===== src/rtl/mrc_pkg.sv =====
`timescale 1ns / 1ps
`default_nettype none

package mrc_pkg;

    localparam int MAX_FRAME_BYTES = 256;
    localparam int INDEX_CAP_INT   = (MAX_FRAME_BYTES - 1 > 255) ? 255 : MAX_FRAME_BYTES - 1;
    localparam logic [7:0] INDEX_CAP = INDEX_CAP_INT[7:0];

    localparam logic [15:0] CRC_POLY          = 16'hA001;
    localparam logic [15:0] CRC_SEED          = 16'hFFFF;
    localparam logic [7:0]  FUNC_MASK         = 8'h7F;
    localparam logic [7:0]  EXC_BIT           = 8'h80;
    localparam logic [7:0]  FUNC_READ_HOLDING = 8'h03;
    localparam logic [7:0]  EXPECTED_DEV_RST  = 8'h01;

    localparam logic KIND_DATA   = 1'b0;
    localparam logic KIND_STATUS = 1'b1;

    localparam logic [2:0] STATUS_OK        = 3'd0;
    localparam logic [2:0] STATUS_DEV_MISS  = 3'd1;
    localparam logic [2:0] STATUS_BAD_FUNC  = 3'd2;
    localparam logic [2:0] STATUS_CRC_ERR   = 3'd3;
    localparam logic [2:0] STATUS_SHORT     = 3'd4;
    localparam logic [2:0] STATUS_EXCEPTION = 3'd5;

    typedef struct packed {
        logic [7:0] rx_byte;
        logic       frame_end;
    } in_item_t;

    typedef struct packed {
        logic       result_kind;
        logic [7:0] data_byte;
        logic [2:0] status;
        logic [6:0] function_code;
        logic [7:0] exception_code;
        logic [7:0] device_addr;
    } out_item_t;

    // one byte of reflected crc-16, bit by bit
    function automatic logic [15:0] crc16_byte(input logic [15:0] crc, input logic [7:0] b);
        logic [15:0] c;
        c = crc ^ {8'h00, b};
        for (int i = 0; i < 8; i++) begin
            if (c[0])
                c = (c >> 1) ^ CRC_POLY;
            else
                c = c >> 1;
        end
        return c;
    endfunction

    function automatic logic function_supported(input logic [6:0] f);
        logic ok;
        case (f) inside
            7'd1, 7'd2, 7'd3, 7'd4, 7'd5, 7'd6, 7'd7, 7'd15, 7'd16, 7'd17, 7'd22: ok = 1'b1;
            default: ok = 1'b0;
        endcase
        return ok;
    endfunction

endpackage

`default_nettype wire


===== src/rtl/modbus_rtu_response_checker_top.sv =====
// channel   direction  handshake              payload
// cfg       in         cfg_valid / cfg_ready  cfg_data (expected device address)
// in        in         in_valid / in_ready    in_data  (rx byte, frame end)
// out       out        out_valid / out_ready  out_data (data byte or frame status)
//
// one byte per cycle sustained while out is not stalled: input register, then
// crc-16 byte step and frame checks in one pass into a two-entry output stage
// each result passes the input register and then the output stage; cfg is always ready
// reset clears the frame state, the crc to its seed and the expected device to 1
// a stalled output fills the skid entry, then a pending result drops in_ready
`timescale 1ns / 1ps
`default_nettype none

module modbus_rtu_response_checker_top (
    input  wire logic               clk,
    input  wire logic               rst_n,
    input  wire logic               cfg_valid,
    output logic                    cfg_ready,
    input  wire logic [7:0]         cfg_data,
    input  wire logic               in_valid,
    output logic                    in_ready,
    input  wire mrc_pkg::in_item_t  in_data,
    output logic                    out_valid,
    input  wire logic               out_ready,
    output mrc_pkg::out_item_t      out_data
);
    import mrc_pkg::*;

    logic      res_valid;
    logic      res_ready;
    out_item_t res_data;

    assign cfg_ready = 1'b1;

    mrc_frame_core u_core (
        .clk       (clk),
        .rst_n     (rst_n),
        .cfg_we    (cfg_valid && cfg_ready),
        .cfg_data  (cfg_data),
        .in_valid  (in_valid),
        .in_ready  (in_ready),
        .in_data   (in_data),
        .res_valid (res_valid),
        .res_ready (res_ready),
        .res_data  (res_data)
    );

    mrc_out_skid u_out (
        .clk        (clk),
        .rst_n      (rst_n),
        .push_valid (res_valid),
        .push_ready (res_ready),
        .push_data  (res_data),
        .out_valid  (out_valid),
        .out_ready  (out_ready),
        .out_data   (out_data)
    );

endmodule

`default_nettype wire


===== src/rtl/mrc_frame_core.sv =====
`timescale 1ns / 1ps
`default_nettype none

module mrc_frame_core (
    input  wire logic              clk,
    input  wire logic              rst_n,
    input  wire logic              cfg_we,
    input  wire logic [7:0]        cfg_data,
    input  wire logic              in_valid,
    output logic                   in_ready,
    input  wire mrc_pkg::in_item_t in_data,
    output logic                   res_valid,
    input  wire logic              res_ready,
    output mrc_pkg::out_item_t     res_data
);
    import mrc_pkg::*;

    logic        a_valid_reg, a_valid_next;
    in_item_t    a_item_reg;
    logic [7:0]  expected_device_reg;
    logic [7:0]  byte_index_reg, byte_index_next;
    logic [15:0] crc_reg, crc_next;
    logic [7:0]  seen_device_reg, seen_device_next;
    logic [7:0]  seen_function_reg, seen_function_next;
    logic [7:0]  seen_count_reg, seen_count_next;

    logic        a_fire;
    logic        at_cap;
    logic        is_data;
    logic        short_base;
    logic        short_exc;
    logic [7:0]  b;
    logic [2:0]  status_val;
    logic [7:0]  exc_val;

    assign b      = a_item_reg.rx_byte;
    assign at_cap = byte_index_reg >= INDEX_CAP;

    // the current byte lands in the seen fields before the checks
    always_comb
    begin
        seen_device_next   = seen_device_reg;
        seen_function_next = seen_function_reg;
        seen_count_next    = seen_count_reg;
        unique case (byte_index_reg)
            8'd0:    seen_device_next   = b;
            8'd1:    seen_function_next = b;
            8'd2:    seen_count_next    = b;
            default: ;
        endcase
    end

    assign crc_next = crc16_byte(crc_reg, b);

    assign is_data = !at_cap && (seen_function_next == FUNC_READ_HOLDING)
                     && (byte_index_reg >= 8'd3)
                     && ((byte_index_reg - 8'd3) < seen_count_next);

    // a capped frame counts as max length, which is never short
    assign short_base = !at_cap && (byte_index_reg < 8'd3);
    assign short_exc  = !at_cap && (byte_index_reg < 8'd4);

    always_comb
    begin
        exc_val = 8'h00;
        if (short_base)
            status_val = STATUS_SHORT;
        else if (seen_device_next != expected_device_reg)
            status_val = STATUS_DEV_MISS;
        else if (!function_supported(seen_function_next[6:0]))
            status_val = STATUS_BAD_FUNC;
        else if (crc_next != 16'h0000)
            status_val = STATUS_CRC_ERR;
        else if ((seen_function_next & EXC_BIT) != 8'h00)
        begin
            if (short_exc)
                status_val = STATUS_SHORT;
            else
            begin
                status_val = STATUS_EXCEPTION;
                exc_val    = seen_count_next;
            end
        end
        else
            status_val = STATUS_OK;
    end

    always_comb
    begin
        res_valid = a_valid_reg && (a_item_reg.frame_end || is_data);
        res_data.result_kind    = a_item_reg.frame_end ? KIND_STATUS : KIND_DATA;
        res_data.data_byte      = a_item_reg.frame_end ? 8'h00 : b;
        res_data.status         = a_item_reg.frame_end ? status_val : STATUS_OK;
        res_data.function_code  = seen_function_next[6:0] & FUNC_MASK[6:0];
        res_data.exception_code = a_item_reg.frame_end ? exc_val : 8'h00;
        res_data.device_addr    = seen_device_next;
    end

    assign a_fire   = a_valid_reg && (!res_valid || res_ready);
    assign in_ready = !a_valid_reg || a_fire;

    always_comb
    begin
        a_valid_next = a_valid_reg;
        if (in_valid && in_ready)
            a_valid_next = 1'b1;
        else if (a_fire)
            a_valid_next = 1'b0;
    end

    always_comb
    begin
        byte_index_next = byte_index_reg;
        if (a_item_reg.frame_end)
            byte_index_next = 8'd0;
        else if (!at_cap)
            byte_index_next = byte_index_reg + 8'd1;
    end

    always_ff @(posedge clk or negedge rst_n)
    begin
        if (!rst_n)
        begin
            a_valid_reg         <= 1'b0;
            expected_device_reg <= EXPECTED_DEV_RST;
            byte_index_reg      <= 8'd0;
            crc_reg             <= CRC_SEED;
            seen_device_reg     <= 8'h00;
            seen_function_reg   <= 8'h00;
            seen_count_reg      <= 8'h00;
        end
        else
        begin
            a_valid_reg <= a_valid_next;
            if (cfg_we)
                expected_device_reg <= cfg_data;
            if (a_fire)
            begin
                byte_index_reg <= byte_index_next;
                if (a_item_reg.frame_end)
                begin
                    crc_reg           <= CRC_SEED;
                    seen_device_reg   <= 8'h00;
                    seen_function_reg <= 8'h00;
                    seen_count_reg    <= 8'h00;
                end
                else
                begin
                    crc_reg           <= crc_next;
                    seen_device_reg   <= seen_device_next;
                    seen_function_reg <= seen_function_next;
                    seen_count_reg    <= seen_count_next;
                end
            end
        end
    end

    always_ff @(posedge clk)
    begin
        if (in_valid && in_ready)
            a_item_reg <= in_data;
    end

    a_index_capped: assert property (@(posedge clk) disable iff (!rst_n)
        byte_index_reg <= INDEX_CAP)
        else $error("byte index past cap");

    a_end_clears: assert property (@(posedge clk) disable iff (!rst_n)
        a_fire && a_item_reg.frame_end |=> byte_index_reg == 8'd0 && crc_reg == CRC_SEED)
        else $error("frame state not cleared after frame end");

    a_status_only_at_end: assert property (@(posedge clk) disable iff (!rst_n)
        res_valid && res_data.result_kind == KIND_STATUS |-> a_item_reg.frame_end)
        else $error("status result without frame end");

endmodule

`default_nettype wire


===== src/rtl/mrc_out_skid.sv =====
`timescale 1ns / 1ps
`default_nettype none

module mrc_out_skid (
    input  wire logic               clk,
    input  wire logic               rst_n,
    input  wire logic               push_valid,
    output logic                    push_ready,
    input  wire mrc_pkg::out_item_t push_data,
    output logic                    out_valid,
    input  wire logic               out_ready,
    output mrc_pkg::out_item_t      out_data
);
    import mrc_pkg::*;

    logic      main_valid_reg, main_valid_next;
    logic      skid_valid_reg, skid_valid_next;
    out_item_t main_reg;
    out_item_t skid_reg;
    logic      push;
    logic      pop;
    logic      load_main;
    logic      load_skid;
    logic      move_skid;

    assign push_ready = !skid_valid_reg;
    assign push       = push_valid && push_ready;
    assign pop        = main_valid_reg && out_ready;

    // a push goes straight to the output register when it frees up this cycle
    assign move_skid = skid_valid_reg && pop;
    assign load_main = push && (!main_valid_reg || pop);
    assign load_skid = push && main_valid_reg && !pop;

    always_comb
    begin
        main_valid_next = main_valid_reg;
        skid_valid_next = skid_valid_reg;
        if (move_skid)
            skid_valid_next = 1'b0;
        else if (load_main)
            main_valid_next = 1'b1;
        else if (load_skid)
            skid_valid_next = 1'b1;
        else if (pop)
            main_valid_next = 1'b0;
    end

    always_ff @(posedge clk or negedge rst_n)
    begin
        if (!rst_n)
        begin
            main_valid_reg <= 1'b0;
            skid_valid_reg <= 1'b0;
        end
        else
        begin
            main_valid_reg <= main_valid_next;
            skid_valid_reg <= skid_valid_next;
        end
    end

    always_ff @(posedge clk)
    begin
        if (move_skid)
            main_reg <= skid_reg;
        else if (load_main)
            main_reg <= push_data;
        if (load_skid)
            skid_reg <= push_data;
    end

    assign out_valid = main_valid_reg;
    assign out_data  = main_reg;

    a_skid_behind_main: assert property (@(posedge clk) disable iff (!rst_n)
        skid_valid_reg |-> main_valid_reg)
        else $error("skid entry without output entry");

    a_no_push_when_full: assert property (@(posedge clk) disable iff (!rst_n)
        skid_valid_reg |-> !push)
        else $error("transfer into full skid stage");

    a_skid_drains: assert property (@(posedge clk) disable iff (!rst_n)
        skid_valid_reg && pop |=> main_valid_reg && !skid_valid_reg)
        else $error("skid entry lost on drain");

endmodule

`default_nettype wire

===== config.mk =====
export PLATFORM = sky130hd
export DESIGN_NAME = modbus_rtu_response_checker_top
export DESIGN_NICKNAME = d
export VERILOG_FILES = /design/src/rtl/mrc_pkg.sv /design/src/rtl/modbus_rtu_response_checker_top.sv /design/src/rtl/mrc_frame_core.sv /design/src/rtl/mrc_out_skid.sv
export SDC_FILE = /design/constraint.sdc
export NUM_CORES = 1
export LEC_CHECK = 0
export BUFFER_PORTS_ARGS = -buffer_cell sky130_fd_sc_hd__clkbuf_2
export CAP_MARGIN = 0
export CORE_UTILIZATION = 35
export CTS_CLUSTER_SIZE = 40
export DETAILED_ROUTE_END_ITERATION = 10
export HOLD_SLACK_MARGIN = 0.03
export PLACE_DENSITY = 0.56
export SETUP_SLACK_MARGIN = 0.15
export SLEW_MARGIN = 10
export SYNTH_ARGS = -nofsm -noshare
export SYNTH_HDL_FRONTEND = slang
export SYNTH_SLANG_ARGS = --single-unit

===== constraint.sdc =====
create_clock -name clk -period 18.2 [get_ports clk]
set_input_delay 3.64 -clock clk [delete_from_list [all_inputs] [get_ports clk]]
set_output_delay 3.64 -clock clk [all_outputs]
set_load 0.01 [all_outputs]

==> impl_results.md <==
* Tightest Hold Check Type: register to register
* Post_cts resized at 0
* I/O pins at 60
* ANT cells at 0
* Setup TNS Final at 0 ns
* Post-DP Area at 7170 um^2
* Total Routing Usage GR at 15.4%
* Yosys reg bits at 138
* Post-route setup slack at 10.46 ns
* Tcrit/Tclk final at 42.6%
* Slew Limit Fails at 0
* Slew headroom at 23.3%
* Nets at 673
* RR Endpoint: u_out.out_data[2]$_DFFE_PP_
* H-tree depth at 4
* Initial Util at 35.8%
* Vias in the first global route at 4330
* Max VDD drop at 0.0781 mV
* Syn Inst Count at 596
* Worst setup EP type: output port
* Met2 Usage GRT at 23.2%
* Arrival @ worst endpoint at 4.10 ns
* Core Rows at 50
* Die area at 19700 um^2
* Filler instances at 1788
* EDFF count, synth at 79
* Synth Warn # at 0
* Final setup violating endpoints at 0
* Share of layout cells above drive strength 1 at 21.3%
* Buffers on Ports at 58
* Clock skew at 0.0168 ns
* CTS clk-pin slew, worst paths at 0.06 ns
* Die height at 141 um
* Seq/Total Area, Yosys at 57.6%
* Drt total wl at 14.5 mm
* Final ANT Viol Nets at 0
* CORE AREA at 18800 um^2
* CP Capture Point: in_ready
* Crit path max-delay cell type: nand3_1
* Async SR Flop Fraction at 42.8%
* CTS tree: built
* DPL Wire Length at 9.46 mm
* Outcome: finished, final reports clean
* Multi-input logic area at 2590 um^2
* Via/cell ratio at 5.06
* Post-synthesis net count at 630
* Fin area at 7740 um^2
* Clk buf depth at 2
* Min cycle time layout at 7.74 ns
* PwrDens at 135 nW/um^2
* Clock latency at the later pin of the worst-skew pair at 0.42 ns
* Register-to-register setup slack at 13.32 ns
* First-pass DRT Iterations at 5
* Max frequency at 129 MHz
* Avg Cell Area, Syn at 11.3 um^2
* Startpoint types: register
* Setup CP Type: register to output port
* Yosys cell types at 58
* DR iter-0 viols at 400
* CP Cell Sequence: nor4_4 -> nand3_1 -> mux2i_1 -> ha_1 -> a21o_1 -> a21oi_1 -> o22ai_1 -> nor4_4 -> and3_1 -> o21a_1 -> nand2_1 -> clkbuf_2
* Hold buffers post-CTS at 0
* Root Driver: clkbuf_16
* Worst path most repeated cell: nor4_4
* GR Layer Usage met3 at 4.92%
* GR Util met1 at 20.8%
* Global route overflow at 0
* # Post-CTS Setup Buffers at 0
* Worst slew pin tran at 1.15 ns
* Mapped cell area at 6720 um^2
* Path depth of the worst reg2reg path at 11
* Wire per inst at 16.3 um
* Vias at 4486
* Crit path max fanout at 12
* Initial antenna violation count at 0
* Area delta synth->final at 15.3%
* Synth Flop Type: edfxtp_1
* First-pass GRT wire length at 23.1 mm
* Register Area at 3870 um^2
* CP required at 14.56 ns
* Critical Path Start: u_core.byte_index_reg[3]$_DFFE_PN0P_
* Hold Vio Cnt, Final at 0
* RSZ-0062 raised after global routing: false
* Die X at 141 um
* Sink Count at 138
* Total CTS buffers at 17
* Largest net degree at the start of global routing at 91
* Crit-path max cell delay at 0.54 ns
* Top Usage Layer GRT: met2
* DRC Markers at 0
* Max-cap violation count at 0
* Leakage at 3.19 nW
* Setup WS pre-CTS at 10.90 ns
* Reg-to-reg startpoint: u_core.byte_index_reg[3]$_DFFE_PN0P_
* GP Congestion at 0.889
-- logic make-up (layout without fill, tap and decap cells) --
logic type | count (synthesis) | count (layout) | synth area share [%]
buf+inv | 63 | 119 | 4.14
mux | 39 | 39 | 6.41
other cells | 1 | 1 | 0.0558
fa+ha+maj | 12 | 12 | 2.24
xor+xnor | 41 | 41 | 5.35
flops | 138 | 138 | 57.6
simple gates | 185 | 185 | 13.0
compound gates | 117 | 117 | 11.2
-- worst max-delay path, delay by kind of cell, from the launching register on --
family,cells,cell delay [ns]
compound gates,4,0.61
buf+inv,1,0.14
mux,1,0.50
simple gates,5,1.63
fa+ha+maj,1,0.31
flops,1,0.49
-- final cells by class --
type	instances	area share, %
sequential	138	50.0
timing repair buffer	64	4.33
tap	234	3.78
clock inverter	10	1.62
inverter	23	1.12
clock buffer	22	5.74
multi-input combinational	395	33.4
-- metal layers --
layer	wire [um]	vias up
li1	-	2200
met4	131	0
met1	7050	2164
met5	0	-
met2	6500	112
met3	771	10
-- synthesized netlist by cell type, types with 3 or more instances --
| library cell | instances | share of area, % |
|---|---|---|
| ha_1 | 12 | 2.2 |
| nor2_1 | 61 | 3.4 |
| mux2i_1 | 18 | 2.7 |
| xnor2_1 | 25 | 3.3 |
| nor2b_1 | 10 | 0.93 |
| buf_2 | 9 | 0.67 |
| nor3_1 | 3 | 0.22 |
| a21o_1 | 3 | 0.34 |
| o22ai_1 | 3 | 0.28 |
| a21oi_1 | 25 | 1.9 |
| a31oi_1 | 5 | 0.47 |
| dfrtp_1 | 42 | 16 |
| dfstp_2 | 17 | 6.7 |
| clkbuf_1 | 21 | 1.2 |
| mux2_2 | 18 | 3.0 |
| nand3b_1 | 3 | 0.34 |
| nand2_1 | 69 | 3.9 |
| nand4_1 | 7 | 0.65 |
| xor2_1 | 16 | 2.1 |
| edfxtp_1 | 79 | 35 |
| o22a_1 | 4 | 0.52 |
| nand3_1 | 11 | 0.82 |
| and3_1 | 4 | 0.37 |
| o31ai_1 | 23 | 2.6 |
| buf_4 | 6 | 0.67 |
| nor4_1 | 4 | 0.37 |
| inv_1 | 23 | 1.3 |
| a2bb2oi_1 | 3 | 0.39 |
| buf_1 | 3 | 0.17 |
| o21ai_0 | 36 | 2.7 |
-- worst min-delay path by stage --
stage | from | end | slack (ns) | cells after the start
floorplan | u_core.a_item_reg[0]$_DFFE_PP_ | u_out.skid_reg[34]$_DFFE_PP_ | 0.42 | 0
finish | u_core.seen_count_reg[6]$_DFFE_PN0P_ | u_core.seen_count_reg[6]$_DFFE_PN0P_ | 0.48 | 2
CTS | u_core.seen_count_reg[1]$_DFFE_PN0P_ | u_core.seen_count_reg[1]$_DFFE_PN0P_ | 0.49 | 2
global route | u_core.crc_reg[15]$_DFFE_PN1P_ | u_core.crc_reg[15]$_DFFE_PN1P_ | 0.49 | 2
detailed placement | u_core.seen_count_reg[1]$_DFFE_PN0P_ | u_core.seen_count_reg[1]$_DFFE_PN0P_ | 0.47 | 2
global placement | u_core.seen_count_reg[3]$_DFFE_PN0P_ | u_core.seen_count_reg[3]$_DFFE_PN0P_ | 0.47 | 2
-- power breakdown --
group          switching [mW]  total (mW)  internal (mW)
Sequential             0.0371       0.438          0.401
Combinational           0.160       0.272          0.112
Clock                   0.125       0.339          0.213
-- stage by stage --
stage | hold WS [ns] | utilization, % | power, mW | cells
6_report | 0.482 | 41.2 | 1.05 | 886
5_1_grt | 0.492 | 41.2 | 1.11 | 886
3_3_place_gp | 0.469 | 38.2 | 0.708 | 854
3_5_place_dp | 0.474 | 38.2 | 0.717 | 854
2_1_floorplan | 0.424 | - | 0.644 | 596
4_1_cts | 0.487 | 41.2 | 1.06 | 886
-- layout by cell type (no fill, tap or decap), types with 6 or more instances in the layout --
cell / instances
nand3_1: 11
edfxtp_1: 79
dfrtp_1: 42
nor2b_1: 10
mux2i_1: 18
clkbuf_2: 58
a21oi_1: 25
xor2_1: 16
inv_1: 23
o21ai_0: 36
xnor2_1: 25
nand4_1: 7
buf_4: 6
nor2_1: 61
clkbuf_16: 17
o31ai_1: 23
mux2_2: 18
dfstp_2: 17
ha_1: 12
nand2_1: 69
Power figures use the tool's default switching activity.
